### config.mk
export PLATFORM = sky130hd
export DESIGN_NAME = motor_feedback_multiturn_tracker_unit
export DESIGN_NICKNAME = d
export VERILOG_FILES = /design/src/hw/rtl/mfmt_pkg.sv /design/src/hw/rtl/mfmt_ram.sv /design/src/hw/rtl/mfmt_decode.sv /design/src/hw/rtl/mfmt_update.sv /design/src/hw/rtl/motor_feedback_multiturn_tracker_unit.sv
export SDC_FILE = /design/constraint.sdc
export NUM_CORES = 2
export LEC_CHECK = 0
export BUFFER_PORTS_ARGS = -buffer_cell sky130_fd_sc_hd__buf_2
export CORE_MARGIN = 1.5
export CORE_UTILIZATION = 40
export DETAILED_ROUTE_END_ITERATION = 7
export GPL_TIMING_DRIVEN = 0
export PLACE_DENSITY = 0.65
export SYNTH_ARGS = -nofsm -noshare
export SYNTH_HDL_FRONTEND = slang
export SYNTH_SLANG_ARGS = --single-unit
### constraint.sdc
create_clock -name clk -period 12.6 [get_ports clk]
set_input_delay 0.63 -clock clk [delete_from_list [all_inputs] [get_ports clk]]
set_output_delay 0.63 -clock clk [all_outputs]
set_load 0.02 [all_outputs]
### src/hw/rtl/mfmt_pkg.sv
`timescale 1ns / 1ps

package mfmt_pkg;

  localparam int MOTOR_SLOTS_DEFAULT = 16;

  localparam int ID_W      = 11;
  localparam int ANGLE_W   = 16;
  localparam int COUNT_W   = 8;
  localparam int TOTAL_W   = 32;
  localparam int INDEX_W   = 4;
  localparam int CFG_DATA_W = 11;

  localparam logic [ID_W-1:0]    BASE_ID_RESET      = 11'd513;
  localparam logic [COUNT_W-1:0] CALIB_FRAMES_RESET = 8'd50;
  localparam logic [COUNT_W-1:0] COUNT_MAX          = 8'hFF;

  // one mechanical turn of the encoder, and the jump that marks a wrap
  localparam logic signed [ANGLE_W:0] JUMP_LIMIT = 17'sd4096;
  localparam int TURN_SHIFT = 13;  // 8191 = (1 << 13) - 1

  typedef enum logic {
    OP_FEEDBACK = 1'b0,
    OP_REZERO   = 1'b1
  } op_t;

  typedef enum logic [0:0] {
    CFG_BASE_ID      = 1'b0,
    CFG_CALIB_FRAMES = 1'b1
  } cfg_index_t;

  typedef struct packed {
    op_t                       operation;
    logic [ID_W-1:0]           frame_id;
    logic [ANGLE_W-1:0]        angle_word;
    logic signed [15:0]        speed_word;
    logic signed [15:0]        current_word;
    logic [7:0]                temp_byte;
  } in_t;

  typedef struct packed {
    logic [INDEX_W-1:0]        slot_index;
    logic                      unknown_id;
    logic                      calibrating;
    logic signed [15:0]        speed_out;
    logic signed [15:0]        current_out;
    logic [7:0]                temp_out;
    logic signed [TOTAL_W-1:0] total_angle_out;
  } out_t;

  typedef struct packed {
    logic [COUNT_W-1:0] frame_count;
    logic [ANGLE_W-1:0] prev_angle;
    logic [ANGLE_W-1:0] zero_angle;
    logic [TOTAL_W-1:0] round_count;
    logic [TOTAL_W-1:0] accum_angle;
  } slot_state_t;

  typedef struct packed {
    logic [INDEX_W-1:0] slot_index;
    logic               unknown_id;
  } slot_sel_t;

endpackage

### src/hw/rtl/mfmt_ram.sv
`timescale 1ns / 1ps

module mfmt_ram #(
  parameter int WIDTH = 8,
  parameter int DEPTH = 16,
  localparam int AW = (DEPTH > 1) ? $clog2(DEPTH) : 1
) (
  input  logic             clk,
  input  logic             we,
  input  logic [AW-1:0]    waddr,
  input  logic [WIDTH-1:0] wdata,
  input  logic             re,
  input  logic [AW-1:0]    raddr,
  output logic [WIDTH-1:0] rdata
);

  logic [WIDTH-1:0] mem [DEPTH];

  always_ff @(posedge clk) begin
    if (we) begin
      mem[waddr] <= wdata;
    end
    if (re) begin
      rdata <= mem[raddr];
    end
  end

endmodule

### src/hw/rtl/mfmt_decode.sv
`timescale 1ns / 1ps

module mfmt_decode #(
  parameter int MOTOR_SLOTS = mfmt_pkg::MOTOR_SLOTS_DEFAULT,
  localparam int SLOT_W = (MOTOR_SLOTS > 1) ? $clog2(MOTOR_SLOTS) : 1
) (
  input  logic [mfmt_pkg::ID_W-1:0] frame_id,
  input  logic [mfmt_pkg::ID_W-1:0] base_id,
  output logic [SLOT_W-1:0]         slot,
  output mfmt_pkg::slot_sel_t       sel
);

  import mfmt_pkg::*;

  logic [ID_W:0] diff;

  // borrow out of the subtract means the id sits below the base
  assign diff = {1'b0, frame_id} - {1'b0, base_id};

  assign slot           = diff[SLOT_W-1:0];
  assign sel.slot_index = diff[INDEX_W-1:0];
  assign sel.unknown_id = diff[ID_W] || (diff[ID_W-1:0] >= ID_W'(MOTOR_SLOTS));

endmodule

### src/hw/rtl/mfmt_update.sv
`timescale 1ns / 1ps

module mfmt_update (
  input  mfmt_pkg::in_t                item,
  input  mfmt_pkg::slot_sel_t          sel,
  input  logic [mfmt_pkg::COUNT_W-1:0] calib_frames,
  input  mfmt_pkg::slot_state_t        state,
  output mfmt_pkg::slot_state_t        state_next,
  output logic                         write,
  output mfmt_pkg::out_t               result
);

  import mfmt_pkg::*;

  logic                      calib;
  logic signed [ANGLE_W:0]   jump;
  logic [TOTAL_W-1:0]        rounds;
  logic [TOTAL_W-1:0]        total;

  assign calib = state.frame_count <= calib_frames;
  assign jump  = $signed({1'b0, item.angle_word}) - $signed({1'b0, state.prev_angle});

  always_comb begin
    if (jump > JUMP_LIMIT) begin
      rounds = state.round_count - 32'd1;
    end else if (jump < -JUMP_LIMIT) begin
      rounds = state.round_count + 32'd1;
    end else begin
      rounds = state.round_count;
    end
  end

  // rounds * 8191 as shift and subtract
  assign total = (rounds << TURN_SHIFT) - rounds
               + TOTAL_W'(item.angle_word) - TOTAL_W'(state.zero_angle);

  always_comb begin
    state_next = state;
    write      = 1'b0;
    result     = '0;
    if (sel.unknown_id) begin
      result.unknown_id = 1'b1;
    end else begin
      write             = 1'b1;
      result.slot_index = sel.slot_index;
      case (item.operation)
        OP_REZERO: begin
          state_next.zero_angle  = state.prev_angle;
          state_next.round_count = '0;
          result.total_angle_out = state.accum_angle;
        end
        default: begin
          if (calib) begin
            if (state.frame_count != COUNT_MAX) begin
              state_next.frame_count = state.frame_count + 8'd1;
            end
            state_next.prev_angle = item.angle_word;
            state_next.zero_angle = item.angle_word;
            result.calibrating    = 1'b1;
          end else begin
            state_next.round_count = rounds;
            state_next.prev_angle  = item.angle_word;
            state_next.accum_angle = total;
          end
          result.speed_out       = item.speed_word;
          result.current_out     = item.current_word;
          result.temp_out        = item.temp_byte;
          result.total_angle_out = state_next.accum_angle;
        end
      endcase
    end
  end

endmodule

### src/hw/rtl/motor_feedback_multiturn_tracker_unit.sv
`timescale 1ns / 1ps

// Port group  Handshake                  Payload
// in          in_valid / in_ready        in_item  (feedback frame or rezero)
// out         out_valid / out_ready      out_item (one per input beat)
// cfg         cfg_we                     cfg_index, cfg_data (no read-back)
//
// One beat per cycle sustained while out_ready is high. The slot record is
// read from the state RAM into s1; s1 updates it, writes it back and loads
// out_item; a one-entry bypass covers a write to the slot just read.
// rst clears config to defaults and marks every slot as zero, no sweep needed.
// out stalls hold the output register; in_ready drops only when it is full.

module motor_feedback_multiturn_tracker_unit #(
  parameter int MOTOR_SLOTS = mfmt_pkg::MOTOR_SLOTS_DEFAULT
) (
  input  logic                           clk,
  input  logic                           rst,
  input  logic                           in_valid,
  output logic                           in_ready,
  input  mfmt_pkg::in_t                  in_item,
  output logic                           out_valid,
  input  logic                           out_ready,
  output mfmt_pkg::out_t                 out_item,
  input  logic                           cfg_we,
  input  mfmt_pkg::cfg_index_t           cfg_index,
  input  logic [mfmt_pkg::CFG_DATA_W-1:0] cfg_data
);

  import mfmt_pkg::*;

  localparam int SLOT_W  = (MOTOR_SLOTS > 1) ? $clog2(MOTOR_SLOTS) : 1;
  localparam int STATE_W = $bits(slot_state_t);

  logic [ID_W-1:0]    base_id;
  logic [COUNT_W-1:0] calib_frames;

  logic [SLOT_W-1:0]  dec_slot;
  slot_sel_t          dec_sel;

  logic               s1_valid;
  in_t                s1_item;
  slot_sel_t          s1_sel;
  logic [SLOT_W-1:0]  s1_slot;
  logic               s1_hit;
  logic               s1_move;
  logic               in_fire;

  logic [MOTOR_SLOTS-1:0] slot_written;

  logic               fwd_valid;
  logic [SLOT_W-1:0]  fwd_slot;
  slot_state_t        fwd_state;

  slot_state_t        ram_rdata;
  slot_state_t        cur_state;
  slot_state_t        new_state;
  logic               upd_write;
  out_t               upd_result;

  assign s1_move  = s1_valid && (!out_valid || out_ready);
  assign in_ready = !s1_valid || s1_move;
  assign in_fire  = in_valid && in_ready;

  always_ff @(posedge clk) begin
    if (rst) begin
      base_id      <= BASE_ID_RESET;
      calib_frames <= CALIB_FRAMES_RESET;
    end else if (cfg_we) begin
      case (cfg_index)
        CFG_BASE_ID:      base_id      <= cfg_data[ID_W-1:0];
        CFG_CALIB_FRAMES: calib_frames <= cfg_data[COUNT_W-1:0];
        default: ;
      endcase
    end
  end

  mfmt_decode #(
    .MOTOR_SLOTS(MOTOR_SLOTS)
  ) u_decode (
    .frame_id(in_item.frame_id),
    .base_id (base_id),
    .slot    (dec_slot),
    .sel     (dec_sel)
  );

  mfmt_ram #(
    .WIDTH(STATE_W),
    .DEPTH(MOTOR_SLOTS)
  ) u_state_ram (
    .clk  (clk),
    .we   (s1_move && upd_write),
    .waddr(s1_slot),
    .wdata(new_state),
    .re   (in_fire && !dec_sel.unknown_id),
    .raddr(dec_slot),
    .rdata(ram_rdata)
  );

  always_ff @(posedge clk) begin
    if (rst) begin
      s1_valid <= 1'b0;
    end else if (in_fire) begin
      s1_valid <= 1'b1;
    end else if (s1_move) begin
      s1_valid <= 1'b0;
    end
  end

  always_ff @(posedge clk) begin
    if (in_fire) begin
      s1_item <= in_item;
      s1_sel  <= dec_sel;
      s1_slot <= dec_slot;
      s1_hit  <= dec_sel.unknown_id ? 1'b0 : slot_written[dec_slot];
    end
  end

  // slots never written read as zero
  always_ff @(posedge clk) begin
    if (rst) begin
      slot_written <= '0;
    end else if (s1_move && upd_write) begin
      slot_written[s1_slot] <= 1'b1;
    end
  end

  // the RAM read for the next beat lands on the same edge as this write
  always_ff @(posedge clk) begin
    if (rst) begin
      fwd_valid <= 1'b0;
    end else if (s1_move) begin
      fwd_valid <= upd_write;
    end
  end

  always_ff @(posedge clk) begin
    if (s1_move) begin
      fwd_slot  <= s1_slot;
      fwd_state <= new_state;
    end
  end

  always_comb begin
    if (fwd_valid && fwd_slot == s1_slot) begin
      cur_state = fwd_state;
    end else if (s1_hit) begin
      cur_state = ram_rdata;
    end else begin
      cur_state = '0;
    end
  end

  mfmt_update u_update (
    .item        (s1_item),
    .sel         (s1_sel),
    .calib_frames(calib_frames),
    .state       (cur_state),
    .state_next  (new_state),
    .write       (upd_write),
    .result      (upd_result)
  );

  always_ff @(posedge clk) begin
    if (rst) begin
      out_valid <= 1'b0;
    end else if (s1_move) begin
      out_valid <= 1'b1;
    end else if (out_ready) begin
      out_valid <= 1'b0;
    end
  end

  always_ff @(posedge clk) begin
    if (s1_move) begin
      out_item <= upd_result;
    end
  end

endmodule

==> Word level (Yosys, flattened, before mapping) <==
Memory sizes are Yosys's and may differ from the RTL's. A register that Yosys moved wholly into a read port is not among the register bits.
Cells that the tools add are included.
{ "totals": {"regBits": 287, "latch_bits": 0, "mem_bits_rw": 1664, "mem_bits_ro": 0, "inputBits": 85, "out_inout_bits": 80, "n_memories": 1} }
{ "memory_table": {"columns": ["name", "words", "width", "rd", "rd_ports_with_merged_regs", "write_ports", "line_no", "source"], "rows": [
  ["u_state_ram.mem", 16, 104, 1, 1, 1, "mfmt_ram.sv:17", "logic [WIDTH-1:0] mem [DEPTH];"]
]} }
{ "op_classes": {"addsub": 8, "mul": 0, "n_div": 0, "n_lt_le_gt_ge": 7, "n_eq_ne": 2, "shifts": 0, "muxes": 25, "bitwise": 2, "reduce_logical": 17} }
{ "ops": {"columns": ["operator", "n"], "rows": [
  ["104-bit 2-to-1 mux", 3],
  ["32-bit 2-to-1 mux", 3],
  ["64-bit 2-to-1 mux", 1],
  ["48-bit 2-to-1 mux", 1],
  ["32-bit by 1-bit adder with 32-bit output, second input constant", 1],
  ["32-bit by 16-bit adder with 32-bit output", 1],
  ["32-bit by 1-bit subtractor with 32-bit output, second input constant", 1],
  ["32-bit by 16-bit subtractor with 32-bit output", 1],
  ["32-bit subtractor", 1],
  ["24-bit 2-to-1 mux", 1],
  ["17-bit by 14-bit greater-than comparator with 1-bit output, second input constant", 1],
  ["17-bit by 13-bit less-than comparator with 1-bit output, second input constant", 1],
  ["16-bit by 16-bit subtractor with 17-bit output", 1],
  ["16-bit 2-to-1 mux", 1],
  ["8-bit 2-to-1 mux", 2],
  ["16-bit bitwise OR", 1],
  ["11-bit by 11-bit subtractor with 12-bit output", 1],
  ["11-bit by 5-bit greater-or-equal comparator with 1-bit output, second input constant", 1],
  ["1-bit 2-to-1 mux", 11],
  ["4-bit by 5-bit less-than comparator with 1-bit output, second input constant", 2],
  ["8-bit by 1-bit adder with 8-bit output, second input constant", 1],
  ["8-bit less-or-equal comparator", 1],
  ["8-bit inequality test, second input constant", 1],
  ["1-bit logical AND", 6],
  ["other kinds (10)", 16]
]} }

==> Logic depth before layout (Yosys ltp) <==
{ "depth": {"depth_word": 13, "ltp_mapped": 48, "depth_no_buf": 38} }

==> Modules after synthesis <==
From an unflattened synthesis, not the netlist that was laid out.
{ "unflattened": {"cells_unflattened": 4615, "hier_area_um2": 84423.5} }
{ "modules_own_cells": {"columns": ["module", "instances", "cells_per_inst", "area_per_inst_um2", "seq_area_each_um2"], "rows": [
  ["mfmt_ram", 1, 2662, 65302.6, 53090.9],
  ["motor_feedback_multiturn_tracker_unit", 1, 786, 11458.5, 8688.3],
  ["mfmt_update", 1, 1078, 7054.3, 0.0],
  ["mfmt_decode", 1, 89, 608.1, 0.0]
]} }

==> Worst setup path before layout <==
OpenSTA, ideal clock, no wires.
{ "synth_timing": {"kind": "register to register", "startpoint": "register s1_slot[2]", "endpoint": "register fwd_state[31] (netlist name), data pin", "setup_ns": 0.302, "arrival_ns": 9.884, "t_required_ns": 12.298, "slack_ns": 2.414, "path_stages_with_launch": 46, "n_path_buf": 10, "period_less_slack_ns": 10.186, "cell_sequence": "edfxtp_1 > buf_4 > xnor2_2 > nand3_2 > nor3_2 > buf_6 > buf_6 > buf_2 > buf_1 > buf_1 > clkbuf_1 > clkbuf_1 > nand2_1 > o21a_1 > ha_1 > a21o_1 > a21oi_1 > a311oi_1 > [10 not listed] > inv_1 > fa_1 > inv_1 > ha_1 > ha_1 > a21o_1 > a21oi_1 > o21bai_1 > a21oi_1 > or4b_2 > a31oi_1 > a31o_2 > a221o_1 > a21o_1 > a31oi_1 > o21ai_0 > xnor3_1 > mux2i_1"} }
{ "synth_rtl": {"columns": ["element", "line_no", "source"], "rows": [
  ["start, declared", "motor_feedback_multiturn_tracker_unit.sv:44", "logic [SLOT_W-1:0] s1_slot;"],
  ["start signal, assigned", "motor_feedback_multiturn_tracker_unit.sv:114", "s1_slot <= dec_slot;"],
  ["end signal, assigned", "motor_feedback_multiturn_tracker_unit.sv:140", "fwd_state <= new_state;"],
  ["end, declared", "motor_feedback_multiturn_tracker_unit.sv:53", "slot_state_t fwd_state;"]
]} }

==> Final worst setup path <==
{ "layout_timing": {"startpoint": "register s1_slot[2]", "endpoint": "register out_item[30] (netlist name), data pin"} }
{ "layout_via": {"elab_chain_cells": 12, "elab_cells_between_ends": 16} }
{ "layout_lines": {"columns": ["element", "line_no", "source"], "rows": [
  ["4-bit == test (*)", "motor_feedback_multiturn_tracker_unit.sv:145", "if (fwd_valid && fwd_slot == s1_slot) begin"],
  ["1-bit logical AND (*)", "motor_feedback_multiturn_tracker_unit.sv:145", null],
  ["104-bit 2-to-1 mux (*)", "motor_feedback_multiturn_tracker_unit.sv:145", null],
  ["16-bit by 16-bit subtractor with 17-bit output", "mfmt_update.sv:21", "assign jump = $signed({1'b0, item.angle_word}) - $signed({1'b0, state.prev_angle});"],
  ["17-bit by 13-bit less-than comparator with 1-bit output", "mfmt_update.sv:26", "end else if (jump < -JUMP_LIMIT) begin"],
  ["32-bit 2-to-1 mux", "mfmt_update.sv:26", null],
  ["32-bit 2-to-1 mux", "mfmt_update.sv:24", "if (jump > JUMP_LIMIT) begin"],
  ["32-bit subtractor", "mfmt_update.sv:34", "assign total = (rounds << TURN_SHIFT) - rounds"],
  ["32-bit by 16-bit adder with 32-bit output", "mfmt_update.sv:35", "+ TOTAL_W'(item.angle_word) - TOTAL_W'(state.zero_angle);"],
  ["32-bit by 16-bit subtractor with 32-bit output", "mfmt_update.sv:35", null],
  ["64-bit 2-to-1 mux", "mfmt_update.sv:53", "if (calib) begin"],
  ["32-bit 2-to-1 mux (*)", "mfmt_update.sv:46", "case (item.operation)"],
  ["end signal, assigned", "motor_feedback_multiturn_tracker_unit.sv:176", "out_item <= upd_result;"],
  ["end, declared", "motor_feedback_multiturn_tracker_unit.sv:24", "output mfmt_pkg::out_t out_item,"]
]} }
Mark *: on every way between the ends. The rest lies on a longest branch, timed or not.
A chain may end at the register's enable or synchronous reset.

==> flow_summary.ini <==
[worst_setup_path]
crit_top_cell = a21oi_1
path_max_fanout = 19
critPathBufInv = 11
start_kind = register
cp_data_required_time_ns = 13.26
path_depth = 46
crit_end = out_item[30]$_SDFFCE_PP0P_
crit_arrival_ns = 12.64
r2r_slack_ns = 0.62
crit_family = compound AO/OA/AOI/OAI gates
reg2reg_depth = 46
critical_path_class = reg2reg
cp_slowest_stage_delay_ns = 0.50
worstReg2RegStart = s1_slot[2]$_DFFE_PP_
cp-startpoint = s1_slot[2]$_DFFE_PP_
cpMaxStageDelayCell = o31ai_2
end_kind = register
r2r_end = out_item[30]$_SDFFCE_PP0P_

[final_layout]
layout.nets = 5185
fill_cells = 17080
multiInputGateArea_um2 = 21400
area_delta_synth_final_pct = 17.6
final_common_cell = edfxtp_1
drive_above_1_share_pct = 24.8
regArea_um2 = 61300
final_cell_mix = edfxtp_1, mux4_2, nand2_1

[sta]
skew_ns = 0.0687
fin_ws_ns = 0.619
hold_violations = 0
slew_viol_final = 11
min_period_over_period_pct = 95.1
fmax_ghz = 0.0835
fin_setup_tns_ns = 0
setup_viol = 0
max_slew_margin_pct = -4.69
tightestPinTransition_ns = 1.57
whs_ns = 0.0797
min_period_ns = 11.98
rsz0062_at_grt = no

[cts]
clock-root-buffer = clkbuf_16
cts_sinks = 2055
clk_pin_slew_ns = 0.07
clock_path_buffers = 3
htree_levels = 4
cts_buffers = 204
insertion_delay_ns = 0.89
cts_tree = yes

[placed_design]
place_hpwl_um = 156000
dpl_worst_slack_ns = -3.31
place_congestion = 0.955
numPortBuffers = 163

[yosys]
synthCells = 4372
synth.top_cell.area_share_pct = 72.2
ys_ff_latch = 2055
syn_avg_cell_area_um2 = 19.2
synth.area.top_cells = edfxtp_1, mux4_2, ha_1, a21oi_1, nand2_1
netlist_area_um2 = 83900
synth_flop_cell = edfxtp_1
yosysTopAreaCell = edfxtp_1
synth.net_count = 4581
seq_area_frac_synth_pct = 73.1
synth_edf_count = 2017
yosys_warnings = 0
ys_async_sr_fraction_pct = 0
synth.distinct_cells = 100

[route]
finalWirelength_um = 231000
vias = 45536
drtPass1Iterations = 6
final_antenna_net_count = 0
via_per_inst = 5.74
drt_iter0_drc = 5914
drc = 0
drt-wirelength-per-cell_um = 29.1

[run_status]
status = finished with violations
violations = max-capacitance violations, max-slew violations

[min_path]
hp-start = out_ready
hp-class = in2reg

[grt]
grt_start_max_net_pins = 95
overflow = 0
grt_pass1_vias = 45596
antenna_found_initial = 11
grt_pass1_wl_um = 329000
track_usage_pct = 21.7

[power]
pwr_density_cell_nw_per_um2 = 156
vdd_drop_max_mv = 0.150
p_leak_nw = 32.7

[floorplanning]
core_um2 = 208000
die_h_um = 461
chipWidth_um = 461
start_util_pct = 40.4
io_pins = 165
rows = 167
fp.dieArea_um2 = 212000

[flow_run]
cap_violations = 1
[flip-flops by register name (all words and copies together), names as in the netlist]
name               cells
s1_hit                 1
slot_written          16
fwd_state            104
fwd_slot               4
base_id               11
out_item              78
u_state_ram.mem     1664
out_valid              1
s1_sel                 1
calib_frames           8
u_state_ram.rdata    104
s1_valid               1
fwd_valid              1
s1_slot                4
s1_item               57
[power by group]
group,total (W),internal (W),switching [W],leakage (nW)
clock,0.00606,0.00343,0.00263,3.22
combinational,0.00173,0.000733,0.00100,10.6
sequential,0.00756,0.00753,0.0000281,18.9
total,0.0154,0.0117,0.00366,32.7
[worst min-delay path, cell delays in order]
cell     delay [ns]
buf_2          0.08
nor2b_1        0.06
nor2_1         0.09
nor2_1         0.04
[per-layer routing]
metal / routed length, µm / global-route usage, % / vias up
met5: 49 / 0 / -
met4: 9010 / 8.57 / 4
met3: 18900 / 3.63 / 414
met2: 110000 / 34.8 / 2210
met1: 93200 / 29.7 / 23957
li1: - / - / 18951
[Yosys cell counts (all sizes together) (18+ instances only)]
library cell and instances:
o22ai 29, nor2 196, a22oi 23, nand2 232, ha 102, a21o 26
fa 22, a211oi 30, nor2b 18, a21oi 176, a31oi 29, and3 50
xor2 35, clkbuf 147, mux4 525, o21ai 56, nand2b 19, nor3 25
edfxtp 2017, dfxtp 38, inv 149, xnor2 39, nand3 67, and2 50
o21a 19, buf 69
[stage by stage]
| step | total power, W | util [%] | instances | cell area (µm²) |
|---|---|---|---|---|
| global route | 0.0158 | 47.5 | 7932 | 98700 |
| finish | 0.0154 | 47.5 | 7933 | 98700 |
| detailed placement | 0.00940 | 43.8 | 7482 | 90900 |
| global placement | 0.00939 | 42.5 | 7323 | 88200 |
| floorplan | 0.00881 | - | 4372 | 83900 |
| CTS | 0.0154 | 47.4 | 7922 | 98400 |
[logic make-up after synthesis]
kind of cell	count (synthesis)	synth area share (%)
fa+ha+maj	129	2.11
flops	2055	73.1
compound gates	476	3.68
simple gates	725	4.16
mux	546	14.4
xor+xnor	76	0.846
buf+inv	365	1.73
[cell type report]
cell class,instances,area share (%)
Sequential cell,2055,62.2
Clock buffer,245,5.35
Tap cell,2788,3.54
Buffer,209,0.911
Antenna cell,2,0.00507
Multi-Input combinational cell,1952,21.7
Timing Repair Buffer,405,4.32
Clock inverter,128,1.41
Inverter,149,0.577
[worst min path at each step]
stage	end	slack, ns	cells past startpoint
2_1_floorplan	fwd_slot[2]$_DFFE_PP_	0.43	0
3_3_place_gp	fwd_slot[2]$_DFFE_PP_	0.44	0
3_5_place_dp	base_id[6]$_SDFFE_PP0P_	0.45	2
4_1_cts	out_valid$_SDFFE_PP0P_	0.01	4
5_1_grt	out_valid$_SDFFE_PP0P_	0.11	4
6_report	out_valid$_SDFFE_PP0P_	0.08	4
[what timing repair did]
item	in CTS	in global routing
setup buffers	2	3
gates resized for setup	36	10
endpoints found under the hold margin	77	0
setup endpoints to repair	540	264
hold buffers	69	0
pin swaps	1	1
Note: power is estimated with default switching activity, not from simulation.
